**src/drrh_pkg.sv**
```systemverilog
// drrh_pkg: shared types and codes of the routine-control request handler
// no dependencies; used by the interfaces and all modules
`timescale 1ns / 1ps

package drrh_pkg;

  // input modes
  localparam logic [1:0] MODE_REQUEST = 2'd0;
  localparam logic [1:0] MODE_LOAD    = 2'd1;
  localparam logic [1:0] MODE_POST    = 2'd2;
  localparam logic [1:0] MODE_RSVD    = 2'd3;

  // sub-functions
  localparam logic [7:0] SUB_START   = 8'h01;
  localparam logic [7:0] SUB_STOP    = 8'h02;
  localparam logic [7:0] SUB_RESULTS = 8'h03;

  localparam logic [7:0] POS_RESP_SID = 8'h71;
  localparam logic [8:0] HDR_BYTES    = 9'd4;

  // run states
  localparam logic [1:0] RUN_IDLE    = 2'd0;
  localparam logic [1:0] RUN_RUNNING = 2'd1;
  localparam logic [1:0] RUN_STOPPED = 2'd2;
  localparam logic [1:0] RUN_RESULTS = 2'd3;

  // response status
  localparam logic [1:0] STAT_OK     = 2'd0;
  localparam logic [1:0] STAT_NEG    = 2'd1;
  localparam logic [1:0] STAT_BUFERR = 2'd2;

  // negative response codes
  localparam logic [2:0] NRC_NONE       = 3'd0;
  localparam logic [2:0] NRC_SUBFN      = 3'd1;
  localparam logic [2:0] NRC_RANGE      = 3'd2;
  localparam logic [2:0] NRC_SECURITY   = 3'd3;
  localparam logic [2:0] NRC_CONDITIONS = 3'd4;

  // register index of entry_count
  localparam logic REG_ENTRY_COUNT = 1'b0;

  typedef struct packed {
    logic [1:0]  mode;
    logic [7:0]  sub_function;
    logic [15:0] rtn_id;
    logic [7:0]  sess_lvl;
    logic        sec_ok;
    logic [7:0]  resp_capacity;
    logic [3:0]  slot;
    logic [7:0]  min_lvl;
    logic        needs_security;
    logic [3:0]  byte_index;
    logic [7:0]  data_byte;
    logic [4:0]  result_length;
  } req_t;

  typedef struct packed {
    logic [7:0] resp_byte;
    logic [1:0] status;
    logic [2:0] nrc;
    logic       last;
  } resp_t;

  // configuration seen by the core
  typedef struct packed {
    logic [4:0] entry_count;
  } cfg_t;

endpackage

```
**src/drrh_if.sv**
```systemverilog
// drrh_req_if / drrh_resp_if: valid/ready channels of the handler
// depends on drrh_pkg
`timescale 1ns / 1ps

interface drrh_req_if;
  logic           valid;
  logic           ready;
  drrh_pkg::req_t data;
  modport source (output valid, output data, input ready);
  modport sink (input valid, input data, output ready);
endinterface

interface drrh_resp_if;
  logic            valid;
  logic            ready;
  drrh_pkg::resp_t data;
  modport source (output valid, output data, input ready);
  modport sink (input valid, input data, output ready);
endinterface

```
**src/drrh_apb_regs.sv**
```systemverilog
// drrh_apb_regs: apb register file holding entry_count
// depends on drrh_pkg
`timescale 1ns / 1ps

module drrh_apb_regs (
  input  logic              clk_i,
  input  logic              rst_ni,
  input  logic              psel,
  input  logic              penable,
  input  logic              pwrite,
  input  logic [2:0]        paddr,
  input  logic [31:0]       pwdata,
  output logic [31:0]       prdata,
  output logic              pready,
  output drrh_pkg::cfg_t    cfg_o
);

  logic [4:0] count_q;
  logic       wr_en;

  assign pready = 1'b1;
  assign wr_en  = psel && penable && pwrite && (paddr[2] == drrh_pkg::REG_ENTRY_COUNT);

  always_ff @(posedge clk_i or negedge rst_ni) begin
    if (!rst_ni) begin
      count_q <= 5'd0;
    end else if (wr_en) begin
      count_q <= pwdata[4:0];
    end
  end

  assign prdata = (paddr[2] == drrh_pkg::REG_ENTRY_COUNT) ? {27'd0, count_q} : 32'd0;
  assign cfg_o.entry_count = count_q;

endmodule

```
**src/diag_routine_request_handler.sv**
```systemverilog
// diag_routine_request_handler: routine-control request handler top level
// depends on drrh_pkg, drrh_if (drrh_req_if, drrh_resp_if) and drrh_apb_regs
`timescale 1ns / 1ps
// usage
//   in_i takes one word per item: mode 1 loads a routine slot, mode 2 posts
//   one result byte, mode 0 serves a routine-control request. load and post
//   give no response word
//   out_o gives response words: a positive response is 0x71, sub-function,
//   id high, id low, then the routine's result bytes, last set on the final
//   one; a failed check or a too-small buffer gives a single word
//   the apb port sets entry_count, the number of slots searched from slot 0
// timing
//   the lookup reads one slot at a time from the entry memory, each in two
//   steps (read, then compare), up to the matching slot; then 4 header words,
//   one per cycle while out_o accepts, and each result byte in two steps
//   (result memory read, then load into the output register)
//   one item is handled at a time; in_i.ready is high only between items
// reset
//   run states and result lengths read as idle/zero through per-slot valid
//   bits cleared at reset; no clearing pass is needed; entry_count is zero
// stalls
//   an output register holds each word; while out_o.ready is low the
//   sequencer waits with no word lost or repeated

module diag_routine_request_handler #(
  parameter int TABLE_SLOTS      = 16,
  parameter int MAX_RESULT_BYTES = 16
) (
  input  logic              clk_i,
  input  logic              rst_ni,
  drrh_req_if.sink          in_i,
  drrh_resp_if.source       out_o,
  input  logic              psel,
  input  logic              penable,
  input  logic              pwrite,
  input  logic [2:0]        paddr,
  input  logic [31:0]       pwdata,
  output logic [31:0]       prdata,
  output logic              pready
);

  localparam int SW       = (TABLE_SLOTS > 1) ? $clog2(TABLE_SLOTS) : 1;
  localparam int RS_DEPTH = (TABLE_SLOTS * MAX_RESULT_BYTES > 0) ?
                            TABLE_SLOTS * MAX_RESULT_BYTES : 1;
  localparam int RAW      = (RS_DEPTH > 1) ? $clog2(RS_DEPTH) : 1;
  localparam logic [6:0] SLOTS_W = 7'(TABLE_SLOTS);
  localparam logic [6:0] MAXB_W  = 7'(MAX_RESULT_BYTES);

  typedef enum logic [5:0] {
    S_IDLE = 6'b000001,
    S_READ = 6'b000010,
    S_CMP  = 6'b000100,
    S_ERR  = 6'b001000,
    S_HDR  = 6'b010000,
    S_RD   = 6'b100000
  } state_e;

  // byte-send states share S_RD: a sub-phase flag tells read from send
  state_e state_q, state_d;

  drrh_pkg::cfg_t cfg;

  drrh_apb_regs u_regs (
    .clk_i   (clk_i),
    .rst_ni  (rst_ni),
    .psel    (psel),
    .penable (penable),
    .pwrite  (pwrite),
    .paddr   (paddr),
    .pwdata  (pwdata),
    .prdata  (prdata),
    .pready  (pready),
    .cfg_o   (cfg)
  );

  // entry memory: id, minimum session, security flag
  logic [24:0] ent_mem [TABLE_SLOTS];
  logic [24:0] ent_rd_q;
  // state memory: run state, result length
  logic [6:0]  st_mem [TABLE_SLOTS];
  logic [6:0]  st_rd_q;
  logic [TABLE_SLOTS-1:0] st_vld_q;
  logic        vld_rd_q;
  // result byte memory
  logic [7:0]  rs_mem [RS_DEPTH];
  logic [7:0]  rs_rd_q;

  drrh_pkg::req_t req_q;
  logic [6:0]  idx_q, idx_d;
  logic [6:0]  active_q, active_d;
  logic [4:0]  len_q, len_d;
  logic [4:0]  bi_q, bi_d;
  logic [1:0]  cnt_q, cnt_d;
  logic        phase_q, phase_d;
  logic [RAW-1:0] base_q, base_d;
  logic [1:0]  err_stat_q, err_stat_d;
  logic [2:0]  err_nrc_q, err_nrc_d;

  logic        out_vld_q;
  drrh_pkg::resp_t out_q, out_d;
  logic        out_ld, out_free;

  logic        in_acc;
  logic        slot_ok;

  // memory write/read controls
  logic        ent_we, st_we, rs_we;
  logic [SW-1:0] ent_wa, st_wa, rd_a;
  logic [24:0] ent_wd;
  logic [6:0]  st_wd;
  logic [RAW-1:0] rs_wa, rs_ra;
  logic [4:0]  post_len;
  logic [12:0] post_addr;

  // compare-stage decode
  logic [15:0] c_id;
  logic [7:0]  c_min;
  logic        c_sec;
  logic [1:0]  c_run;
  logic [4:0]  c_len;
  logic [4:0]  c_eff_len;
  logic [12:0] c_base;

  assign in_i.ready = (state_q == S_IDLE);
  assign in_acc     = in_i.valid && in_i.ready;
  assign out_free   = !out_vld_q || out_o.ready;
  assign slot_ok    = {3'd0, in_i.data.slot} < SLOTS_W;

  assign post_len  = ({2'd0, in_i.data.result_length} > MAXB_W) ?
                     5'(MAX_RESULT_BYTES) : in_i.data.result_length;
  assign post_addr = 13'(in_i.data.slot) * 13'(MAX_RESULT_BYTES) + 13'(in_i.data.byte_index);

  assign c_id  = ent_rd_q[24:9];
  assign c_min = ent_rd_q[8:1];
  assign c_sec = ent_rd_q[0];
  assign c_run = vld_rd_q ? st_rd_q[6:5] : drrh_pkg::RUN_IDLE;
  assign c_len = vld_rd_q ? st_rd_q[4:0] : 5'd0;
  assign c_eff_len = (req_q.sub_function == drrh_pkg::SUB_RESULTS) ? c_len : 5'd0;
  assign c_base = 13'(idx_q) * 13'(MAX_RESULT_BYTES);

  assign rd_a  = SW'(idx_q);
  assign rs_ra = base_q + RAW'(bi_q);

  always_comb begin
    state_d    = state_q;
    idx_d      = idx_q;
    active_d   = active_q;
    len_d      = len_q;
    bi_d       = bi_q;
    cnt_d      = cnt_q;
    phase_d    = phase_q;
    base_d     = base_q;
    err_stat_d = err_stat_q;
    err_nrc_d  = err_nrc_q;
    out_ld     = 1'b0;
    out_d      = out_q;
    ent_we     = 1'b0;
    ent_wa     = SW'(in_i.data.slot);
    ent_wd     = {in_i.data.rtn_id, in_i.data.min_lvl, in_i.data.needs_security};
    st_we      = 1'b0;
    st_wa      = SW'(in_i.data.slot);
    st_wd      = {drrh_pkg::RUN_IDLE, 5'd0};
    rs_we      = 1'b0;
    rs_wa      = RAW'(post_addr);

    case (state_q)
      S_IDLE: begin
        if (in_acc) begin
          case (in_i.data.mode)
            drrh_pkg::MODE_LOAD: begin
              if (slot_ok) begin
                ent_we = 1'b1;
                st_we  = 1'b1;
              end
            end
            drrh_pkg::MODE_POST: begin
              if (slot_ok) begin
                st_we = 1'b1;
                st_wd = {drrh_pkg::RUN_RESULTS, post_len};
                rs_we = {3'd0, in_i.data.byte_index} < MAXB_W;
              end
            end
            drrh_pkg::MODE_REQUEST: begin
              active_d = ({2'd0, cfg.entry_count} > SLOTS_W) ?
                         SLOTS_W : {2'd0, cfg.entry_count};
              idx_d    = 7'd0;
              if (in_i.data.sub_function < drrh_pkg::SUB_START ||
                  in_i.data.sub_function > drrh_pkg::SUB_RESULTS) begin
                err_stat_d = drrh_pkg::STAT_NEG;
                err_nrc_d  = drrh_pkg::NRC_SUBFN;
                state_d    = S_ERR;
              end else if (active_d == 7'd0) begin
                err_stat_d = drrh_pkg::STAT_NEG;
                err_nrc_d  = drrh_pkg::NRC_RANGE;
                state_d    = S_ERR;
              end else begin
                state_d = S_READ;
              end
            end
            default: begin
            end
          endcase
        end
      end
      S_READ: begin
        // memories are read at idx_q this cycle
        state_d = S_CMP;
      end
      S_CMP: begin
        if (c_id != req_q.rtn_id) begin
          if (idx_q + 7'd1 >= active_q) begin
            err_stat_d = drrh_pkg::STAT_NEG;
            err_nrc_d  = drrh_pkg::NRC_RANGE;
            state_d    = S_ERR;
          end else begin
            idx_d   = idx_q + 7'd1;
            state_d = S_READ;
          end
        end else if (req_q.sess_lvl < c_min) begin
          err_stat_d = drrh_pkg::STAT_NEG;
          err_nrc_d  = drrh_pkg::NRC_RANGE;
          state_d    = S_ERR;
        end else if (c_sec && !req_q.sec_ok) begin
          err_stat_d = drrh_pkg::STAT_NEG;
          err_nrc_d  = drrh_pkg::NRC_SECURITY;
          state_d    = S_ERR;
        end else if ((req_q.sub_function == drrh_pkg::SUB_STOP &&
                      c_run != drrh_pkg::RUN_RUNNING) ||
                     (req_q.sub_function == drrh_pkg::SUB_RESULTS &&
                      c_run != drrh_pkg::RUN_RESULTS)) begin
          err_stat_d = drrh_pkg::STAT_NEG;
          err_nrc_d  = drrh_pkg::NRC_CONDITIONS;
          state_d    = S_ERR;
        end else if ({1'b0, req_q.resp_capacity} < drrh_pkg::HDR_BYTES + 9'(c_eff_len)) begin
          err_stat_d = drrh_pkg::STAT_BUFERR;
          err_nrc_d  = drrh_pkg::NRC_NONE;
          state_d    = S_ERR;
        end else begin
          st_wa = rd_a;
          if (req_q.sub_function == drrh_pkg::SUB_START) begin
            st_we = 1'b1;
            st_wd = {drrh_pkg::RUN_RUNNING, c_len};
          end else if (req_q.sub_function == drrh_pkg::SUB_STOP) begin
            st_we = 1'b1;
            st_wd = {drrh_pkg::RUN_STOPPED, c_len};
          end
          len_d   = c_eff_len;
          base_d  = RAW'(c_base);
          cnt_d   = 2'd0;
          state_d = S_HDR;
        end
      end
      S_ERR: begin
        if (out_free) begin
          out_ld  = 1'b1;
          out_d   = '{resp_byte: 8'd0, status: err_stat_q, nrc: err_nrc_q, last: 1'b1};
          state_d = S_IDLE;
        end
      end
      S_HDR: begin
        if (out_free) begin
          out_ld = 1'b1;
          out_d.status = drrh_pkg::STAT_OK;
          out_d.nrc    = drrh_pkg::NRC_NONE;
          out_d.last   = 1'b0;
          case (cnt_q)
            2'd0: out_d.resp_byte = drrh_pkg::POS_RESP_SID;
            2'd1: out_d.resp_byte = req_q.sub_function;
            2'd2: out_d.resp_byte = req_q.rtn_id[15:8];
            default: begin
              out_d.resp_byte = req_q.rtn_id[7:0];
              out_d.last      = (len_q == 5'd0);
            end
          endcase
          cnt_d = cnt_q + 2'd1;
          if (cnt_q == 2'd3) begin
            bi_d    = 5'd0;
            phase_d = 1'b0;
            state_d = (len_q == 5'd0) ? S_IDLE : S_RD;
          end
        end
      end
      S_RD: begin
        // phase 0: result memory read, phase 1: send the byte
        if (!phase_q) begin
          phase_d = 1'b1;
        end else if (out_free) begin
          out_ld  = 1'b1;
          out_d   = '{resp_byte: rs_rd_q, status: drrh_pkg::STAT_OK,
                      nrc: drrh_pkg::NRC_NONE, last: (bi_q + 5'd1 == len_q)};
          phase_d = 1'b0;
          bi_d    = bi_q + 5'd1;
          if (bi_q + 5'd1 == len_q) begin
            state_d = S_IDLE;
          end
        end
      end
      default: state_d = S_IDLE;
    endcase
  end

  always_ff @(posedge clk_i or negedge rst_ni) begin
    if (!rst_ni) begin
      state_q   <= S_IDLE;
      out_vld_q <= 1'b0;
      st_vld_q  <= '0;
    end else begin
      state_q <= state_d;
      if (out_ld) begin
        out_vld_q <= 1'b1;
      end else if (out_o.ready) begin
        out_vld_q <= 1'b0;
      end
      if (st_we) begin
        st_vld_q[st_wa] <= 1'b1;
      end
    end
  end

  always_ff @(posedge clk_i) begin
    if (in_acc) begin
      req_q <= in_i.data;
    end
    if (out_ld) begin
      out_q <= out_d;
    end
    idx_q      <= idx_d;
    active_q   <= active_d;
    len_q      <= len_d;
    bi_q       <= bi_d;
    cnt_q      <= cnt_d;
    phase_q    <= phase_d;
    base_q     <= base_d;
    err_stat_q <= err_stat_d;
    err_nrc_q  <= err_nrc_d;
  end

  // synchronous memories, one write and one registered read each
  always_ff @(posedge clk_i) begin
    if (ent_we) begin
      ent_mem[ent_wa] <= ent_wd;
    end
    ent_rd_q <= ent_mem[rd_a];
  end

  always_ff @(posedge clk_i) begin
    if (st_we) begin
      st_mem[st_wa] <= st_wd;
    end
    st_rd_q  <= st_mem[rd_a];
    vld_rd_q <= st_vld_q[rd_a];
  end

  always_ff @(posedge clk_i) begin
    if (rs_we) begin
      rs_mem[rs_wa] <= in_i.data.data_byte;
    end
    rs_rd_q <= rs_mem[rs_ra];
  end

  assign out_o.valid = out_vld_q;
  assign out_o.data  = out_q;

endmodule
```
**src/flat_wrapper.sv**
```systemverilog
// flat-port wrapper written by rule: the top's interface ports become plain ports
module diag_routine_request_handler_flat 
#(
  parameter int TABLE_SLOTS      = 16,
  parameter int MAX_RESULT_BYTES = 16
)
  (clk_i, rst_ni, psel, penable, pwrite, paddr, pwdata, prdata, pready, in_i_valid, in_i_data, in_i_ready, out_o_valid, out_o_data, out_o_ready);
  drrh_req_if in_i_i ();
  drrh_resp_if out_o_i ();
  input  logic clk_i;
  input  logic rst_ni;
  input  logic psel;
  input  logic penable;
  input  logic pwrite;
  input  logic [2:0] paddr;
  input  logic [31:0] pwdata;
  output logic [31:0] prdata;
  output logic pready;
  input wire logic [$bits(in_i_i.valid)-1:0] in_i_valid;
  input wire logic [$bits(in_i_i.data)-1:0] in_i_data;
  output wire logic [$bits(in_i_i.ready)-1:0] in_i_ready;
  output wire logic [$bits(out_o_i.valid)-1:0] out_o_valid;
  output wire logic [$bits(out_o_i.data)-1:0] out_o_data;
  input wire logic [$bits(out_o_i.ready)-1:0] out_o_ready;
  assign in_i_i.valid = in_i_valid;
  assign in_i_i.data = in_i_data;
  assign in_i_ready = in_i_i.ready;
  assign out_o_valid = out_o_i.valid;
  assign out_o_data = out_o_i.data;
  assign out_o_i.ready = out_o_ready;
  diag_routine_request_handler #(.TABLE_SLOTS(TABLE_SLOTS), .MAX_RESULT_BYTES(MAX_RESULT_BYTES)) u_core (.clk_i(clk_i), .rst_ni(rst_ni), .in_i(in_i_i), .out_o(out_o_i), .psel(psel), .penable(penable), .pwrite(pwrite), .paddr(paddr), .pwdata(pwdata), .prdata(prdata), .pready(pready));
endmodule
```
**config.mk**
```make
export PLATFORM = sky130hd
export DESIGN_NAME = diag_routine_request_handler_flat
export DESIGN_NICKNAME = d
export VERILOG_FILES = /design/src/drrh_pkg.sv /design/src/drrh_if.sv /design/src/drrh_apb_regs.sv /design/src/diag_routine_request_handler.sv /design/src/flat_wrapper.sv
export SDC_FILE = /design/constraint.sdc
export NUM_CORES = 2
export LEC_CHECK = 0
export ABC_AREA = 1
export BUFFER_PORTS_ARGS = -buffer_cell sky130_fd_sc_hd__buf_2
export CAP_MARGIN = 20
export CORE_ASPECT_RATIO = 0.9
export CORE_UTILIZATION = 40
export CTS_CLUSTER_DIAMETER = 200
export DETAILED_ROUTE_END_ITERATION = 8
export PLACE_DENSITY = 0.66
export SLEW_MARGIN = 20
export SYNTH_ARGS = -nofsm -noshare
export SYNTH_HDL_FRONTEND = slang
export SYNTH_HIERARCHICAL = 1
export SYNTH_SLANG_ARGS = --single-unit
```
**constraint.sdc**
```tcl
create_clock -name clk_i -period 6.7 [get_ports clk_i]
set_input_delay 0.67 -clock clk_i [delete_from_list [all_inputs] [get_ports clk_i]]
set_output_delay 0.67 -clock clk_i [all_outputs]
set_load 0.03 [all_outputs]
```
# --- Word level (Yosys, flattened, before mapping) ---
# Memories as Yosys holds them, arrays and structs flattened. A register that Yosys moved wholly into a read port is not among the register bits.
# Cells that the tools add are included.
totals:
  register_bits: 120
  ram_bits: 2560
  input_bits: 115
  out_inout_bits: 49
  elab_cells: 241
  memories: 3
classes:
  n_addsub: 6
  n_lt_le_gt_ge: 10
  eq_ne: 36
  muxes: 122
  bitwise: 7
  reduce_logical: 34
memory_table:
  columns: ["name", "words", "width", "read_ports", "rd_clocked_by_memory_dff", "wr", "line", "source"]
  rows:
  - ["u_core.rs_mem", 256, 8, 1, 1, 1, "diag_routine_request_handler.sv:85", "logic [7:0] rs_mem [RS_DEPTH];"]
  - ["u_core.ent_mem", 16, 25, 1, 1, 1, "diag_routine_request_handler.sv:77", "logic [24:0] ent_mem [TABLE_SLOTS];"]
  - ["u_core.st_mem", 16, 7, 1, 1, 1, "diag_routine_request_handler.sv:80", "logic [6:0] st_mem [TABLE_SLOTS];"]
op_table:
  columns: ["op", "count"]
  rows:
  - ["7-bit two-way mux", 13]
  - ["6-bit two-way mux", 14]
  - ["14-bit two-way mux", 4]
  - ["5-bit two-way mux", 10]
  - ["14-bit one-hot mux with 3 select lines", 1]
  - ["6-bit one-hot mux with 6 select lines", 1]
  - ["2-bit two-way mux", 17]
  - ["1-bit two-way mux", 32]
  - ["4-bit two-way mux", 8]
  - ["3-bit two-way mux", 10]
  - ["7-bit one-hot mux with 2 select lines", 2]
  - ["8-bit one-hot mux with 3 select lines", 1]
  - ["2-bit != test, second input constant", 9]
  - ["6-bit AND reduction", 3]
  - ["8-bit by 2-bit equality test with 1-bit output, second input constant", 2]
  - ["16-bit != test", 1]
  - ["2-bit by 1-bit != test with 1-bit output, second input constant", 8]
  - ["16-bit OR", 1]
  - ["5-bit > comparator, second input constant", 2]
  - ["4-bit by 5-bit less-than comparator with 1-bit output, second input constant", 2]
  - ["5-bit one-hot mux with 2 select lines", 1]
  - ["5-bit AND reduction", 2]
  - ["8-bit by 9-bit less-than comparator with 1-bit output", 1]
  - ["8-bit by 4-bit adder with 8-bit output", 1]
  - ["other kinds (41)", 69]

# --- Logic depth before layout (Yosys ltp) ---
logic_depth:
  depth_word: 15
  mapped_depth: 23
  mapped_depth_nobuf: 23

# --- Hierarchy ---
# Netlist, hierarchy kept.
modules_own_cells:
  columns: ["module", "instances", "cells_each", "area_each_um2", "seq_area_each_um2"]
  rows:
  - ["diag_routine_request_handler", 1, 8103, 107509.4, 80943.9]
  - ["drrh_apb_regs", 1, 65, 476.7, 125.1]

# --- Worst setup path after synthesis ---
# OpenSTA, ideal clock, no wires.
synth_path:
  path_type: "reg2reg"
  start: "register u_core.state_q[4]"
  end: "memory u_core.ent_mem[14][0], enable pin"
  setup_time_ns: 0.438
  arrival_time_ns: 4.919
  required_time_ns: 6.262
  slack_ns: 1.342
  path_stages_with_launch: 8
  path_buffers: 0
  synth_period_minus_slack_ns: 5.358
  path_cell_list: "dfrtp_1 -> inv_1 -> nand2_2 -> inv_1 -> nand4_1 -> nor2_1 -> nand2_1 -> nor3_1"
synth_between:
  elab_chain_len: 6
synth_rtl:
  columns: ["item", "line", "source"]
  rows:
  - ["from (decl)", "diag_routine_request_handler.sv:59", "state_e state_q, state_d;"]
  - ["from (signal assigned)", "diag_routine_request_handler.sv:308", "state_q <= state_d;"]
  - ["6-bit by 1-bit equality test with 1-bit output", "diag_routine_request_handler.sv:124", "assign in_i.ready = (state_q == S_IDLE);"]
  - ["1-bit logical AND", "diag_routine_request_handler.sv:125", "assign in_acc = in_i.valid && in_i.ready;"]
  - ["named net u_core.in_acc", "diag_routine_request_handler.sv:103", "logic in_acc;"]
  - ["1-bit two-way mux", "diag_routine_request_handler.sv:168", "if (in_acc) begin"]
  - ["1-bit two-way mux", "diag_routine_request_handler.sv:166", "case (state_q)"]
  - ["1-bit two-way mux", "diag_routine_request_handler.sv:340", "if (ent_we) begin"]
  - ["1-bit two-way mux (not written as such)", "diag_routine_request_handler.sv:341", "ent_mem[ent_wa] <= ent_wd;"]
  - ["to (decl)", "diag_routine_request_handler.sv:77", null]
# The timed path passes the listed nets, and every way through them passes these cells.

# --- Worst setup path in the final report ---
layout_path:
  start: "register u_core.state_q[4]"
  end: "memory u_core.rs_mem[231][6], enable pin"
layout_between:
  elab_chain_len: 6
layout_rtl:
  columns: ["item", "line", "source"]
  rows:
  - ["6-bit by 1-bit equality test with 1-bit output", "diag_routine_request_handler.sv:124", null]
  - ["1-bit logical AND", "diag_routine_request_handler.sv:125", null]
  - ["named net u_core.in_acc", "diag_routine_request_handler.sv:103", null]
  - ["1-bit two-way mux", "diag_routine_request_handler.sv:168", null]
  - ["1-bit two-way mux", "diag_routine_request_handler.sv:166", null]
  - ["1-bit two-way mux", "diag_routine_request_handler.sv:355", "if (rs_we) begin"]
  - ["1-bit two-way mux (not written as such)", "diag_routine_request_handler.sv:356", "rs_mem[rs_wa] <= in_i.data.data_byte;"]
  - ["to (decl)", "diag_routine_request_handler.sv:85", null]
# The timed path passes the listed nets, and every way through them passes these cells.

==> results_tabular.tex <==
\begin{tabular}{lr}
\hline
Metric & Value \\
\hline
\multicolumn{2}{l}{\textbf{Logic synthesis}} \\
\quad Syn. warnings & 6 \\
\quad Netlist cell types & 52 \\
\quad Number of enable-type register cells in the synthesized netlist & 2649 \\
\quad Most instantiated flip-flop cell in the synthesis netlist & sky130\_fd\_sc\_hd\_\_edfxtp\_1 \\
\quad Share of async-settable or async-resettable flops after synthesis & approximately 1.0\% \\
\quad Post-Synthesis Cell Area & around 110000 um2 \\
\quad Syn Inst Count & between 8000 and 9000 \\
\quad Part of the Yosys area used for sequential elements & around 75\% \\
\quad \#FFs+latches synth & approximately 2700 \\
\quad Post-Syn Area per Cell & 13.2 um2 \\
\multicolumn{2}{l}{\textbf{Clocking}} \\
\quad Post-CTS Setup Inserts & 0 \\
\quad H-tree lvl count & 5 \\
\quad CTS clock-pin slew for the worst setup and hold paths & roughly 60 ps \\
\quad Clk buf depth & 4 \\
\quad Number of gates given a new drive strength after cts & 0 \\
\quad TritonCTS Buffers & 284 \\
\quad Insertion delay of the later-clocked pin in the worst-skew pair & 920 ps \\
\quad Clock Root Buffer & sky130\_fd\_sc\_hd\_\_clkbuf\_16 \\
\quad Number of buffers inserted by hold repair at cts & 30 \\
\quad TritonCTS clock tree & built \\
\quad Num Clock Sinks & roughly 2700 \\
\multicolumn{2}{l}{\textbf{Final layout}} \\
\quad Most common cell after layout, fill and taps aside & sky130\_fd\_sc\_hd\_\_edfxtp\_1 \\
\quad Final Core Density & between 40\% and 50\% \\
\quad Proportion of layout cells with a drive suffix above 1 & $\sim$8\% \\
\quad Nets & just over 8000 \\
\quad Number of fillers in the final layout & 23032 \\
\quad Area of combinational cells with multiple inputs & 23900 um2 \\
\quad Final std cell area, no fill & about 120000 um2 \\
\quad Leading cell types in the layout, fill and taps excluded & sky130\_fd\_sc\_hd\_\_edfxtp\_1, sky130\_fd\_sc\_hd\_\_nor2\_1, sky130\_fd\_sc\_hd\_\_o21ai\_0, sky130\_fd\_sc\_hd\_\_nand2\_1, sky130\_fd\_sc\_hd\_\_nand3\_1 \\
\quad Synthesis-to-layout area growth & 11.9\% \\
\quad Area used by sequential logic in the layout & slightly above 80000 um2 \\
\multicolumn{2}{l}{\textbf{Timing}} \\
\quad Final worst slack & between 2000 and 2500 ps \\
\quad Unrepaired setup endpoints after global routing & false \\
\quad Final hold violation count & 0 \\
\quad Portion of the clock cycle consumed by the worst path in the final layout & $\sim$65\% \\
\quad Endpoints failing setup & 0 \\
\quad Pin slew with the least headroom to its limit & roughly 1300 ps \\
\quad Largest clock skew in the final design & about 57 ps \\
\quad Setup TNS & 0 ps \\
\quad Worst max-slew margin expressed relative to the limit & 11.4\% \\
\quad Number of pins exceeding their max-slew limit in the final report & 0 \\
\quad Time the worst path needs with I/O delays and setup & 4330 ps \\
\quad Final Hold Slack & around 61 ps \\
\quad Achievable Freq & about 230 MHz \\
\multicolumn{2}{l}{\textbf{Global route}} \\
\quad Global route overflow & 0 \\
\quad Largest net degree at the start of global routing & about 210 \\
\quad GRT Overall Usage & slightly above 20\% \\
\quad Global-route wire length before repair & 420000 um \\
\quad Number of antenna violations at the first check in global routing & 22 \\
\quad Vias in the first global route & $\sim$65000 \\
\multicolumn{2}{l}{\textbf{Die}} \\
\quad Initial core utilization & about two fifths \\
\quad Placement Rows & 180 \\
\quad Vert. Die Dim & roughly 500 um \\
\quad Total core area & $\sim$270000 um2 \\
\quad Die X-Extent & approximately 550 um \\
\quad Number of primary I/O pins & roughly 160 \\
\quad Area enclosed by the die boundary & about 270000 um2 \\
\multicolumn{2}{l}{\textbf{Power and ir drop}} \\
\quad Leakage power total & approximately 39 nW \\
\quad PD cells & between 300 and 400 nW/um2 \\
\quad Maximum resistive drop on vdd & 0.000242 V \\
\multicolumn{2}{l}{\textbf{Worst setup path}} \\
\quad Required @ worst endpoint & 7230 ps \\
\quad Critical Path AT & between 4000 and 5000 ps \\
\quad Type of element capturing the critical path & flip-flop \\
\quad Highest fanout seen on the critical path & 25 \\
\quad Crit path max-delay cell type & sky130\_fd\_sc\_hd\_\_nor2\_1 \\
\quad Crit Path Category & reg2reg \\
\quad Setup crit start kind & flip-flop \\
\quad Buffering stage count on the worst path with inverters included & 3 \\
\quad Delay of the slowest critical-path stage & 1030 ps \\
\quad Worst setup slack for register-to-register paths & 2370 ps \\
\quad Kind of cell adding the most delay to the critical path & simple AND/OR/NAND/NOR gates \\
\quad Cell-by-cell listing of the critical path & inv\_1, nand2\_2, inv\_1, nand4\_1, nor2\_4, nand2\_1, inv\_2, nand4\_1, nor2\_1 \\
\multicolumn{2}{l}{\textbf{Routing}} \\
\quad Number of vias after detailed routing & approximately 69000 \\
\quad Initial drt markers & between 9000 and 10000 \\
\quad Count of nets left with antenna violations after detail routing & 0 \\
\quad Number of DRC violations after detailed routing & 0 \\
\quad Detail-routed via count per cell & between 5 and 6 \\
\quad First-pass iteration count of the detailed router & 9 \\
\quad Average wire per standard cell & around 24 um \\
\quad Total Routed Length & between 200000 and 300000 um \\
\multicolumn{2}{l}{\textbf{Place}} \\
\quad HPWL after detailed placement & between 150000 and 200000 um \\
\quad Worst-case setup slack after placement & 2520 ps \\
\quad Cell area after placement & about 110000 um2 \\
\quad Routability congestion estimate from global placement & between 0.8 and 0.9 \\
\quad Count of buffers inserted at the top-level ports & between 100 and 150 \\
\multicolumn{2}{l}{\textbf{Job}} \\
\quad Reported max-cap violation count & 0 \\
\multicolumn{2}{l}{\textbf{Hold path}} \\
\quad Type of the most critical hold path & in2reg \\
\multicolumn{2}{l}{\textbf{Run status}} \\
\quad Outcome & completed \\
\hline
\end{tabular}
cells by family after synthesis:
family | synth area share (%)
and+or+nand+nor | 9.08
muxes | 0.0371
other | 0.00695
DFF | 75.1
adders and majority gates | 0.313
buffers and inverters | 3.05
AOI/OAI and AO/OA | 12.3
xor gates and xnor gates | 0.178
final timing paths:
path,startpoint,to,cells past startpoint
hold reg to reg,u_core/st_vld_q[6],u_core/st_vld_q[6],2
max in group asynchronous,rst_ni,u_core/st_vld_q[7],2
min in group asynchronous,rst_ni,u_core/u_regs/cfg_o[1],2
hold / removal,pwdata[2],u_core/u_regs/cfg_o[2],3
setup reg to reg,u_core/state_q[4],u_core/rs_mem[231][6],9
setup / recovery,u_core/state_q[4],u_core/rs_mem[231][6],9
state kept, by name, indices dropped and copies added, names as in the netlist, 6 cells and up:
name,count
u_core/rs_rd_q,8
u_core/ent_mem,400
u_core/idx_q,7
u_core/state_q,6
u_core/req_q,41
u_core/st_mem,112
u_core/st_vld_q,16
u_core/out_o.data,14
u_core/ent_rd_q,25
u_core/rs_mem,2048
u_core/st_rd_q,7
report_power, final:
group / switching (W) / total, W / internal, W
sequential: 0.000146 / 0.0191 / 0.0189
clock: 0.00625 / 0.0150 / 0.00878
combinational: 0.00205 / 0.00275 / 0.000692
total: 0.00845 / 0.0368 / 0.0284
worst min-delay path: stages:
cell and delay, ps:
sky130_fd_sc_hd__buf_2 80, sky130_fd_sc_hd__nand3_1 100, sky130_fd_sc_hd__nand2_1 80
metal layers:
metal,share of wire [%],global-route usage (%),vias up
met5,0.039,0,-
met4,3.2,6.83,18
met3,11,4.37,594
met2,45,30.7,3826
met1,41,29.6,34307
li1,-,-,30377
synthesized netlist by cell type (all sizes together), types with 41 or more instances:
| cell type | instances | area (um2) |
|---|---|---|
| o21ai | 1228 | 6160 |
| nand3 | 356 | 1850 |
| a21oi | 111 | 578 |
| nor2 | 1611 | 6110 |
| dfxtp | 41 | 821 |
| a221oi | 42 | 368 |
| edfxtp | 2649 | 79500 |
| o211ai | 329 | 2470 |
| buf | 196 | 1080 |
| inv | 165 | 622 |
| nand2 | 380 | 1510 |
| o221ai | 201 | 1760 |
| o22ai | 288 | 1800 |
| clkbuf | 419 | 1570 |
metrics by stage:
| step | power [W] | cells |
|---|---|---|
| 6_report | 0.0368 | 11853 |
| 5_1_grt | 0.0379 | 11848 |
| 4_1_cts | 0.0370 | 11840 |
| 3_5_place_dp | 0.0221 | 11325 |
| 3_3_place_gp | 0.0220 | 11323 |
| 2_1_floorplan | 0.0210 | 8194 |
cell type report:
class                      instances  share of cell area, %
tap                             3549                   3.67
inverter                         168                  0.549
sequential                      2718                   67.1
clock inverter                   118                  0.882
antenna                            7                 0.0145
clock buffer                     367                   6.32
timing repair buffer             233                   1.70
multi-input combinational       4693                   19.8
No activity file was read; power rests on OpenSTA's default activity.
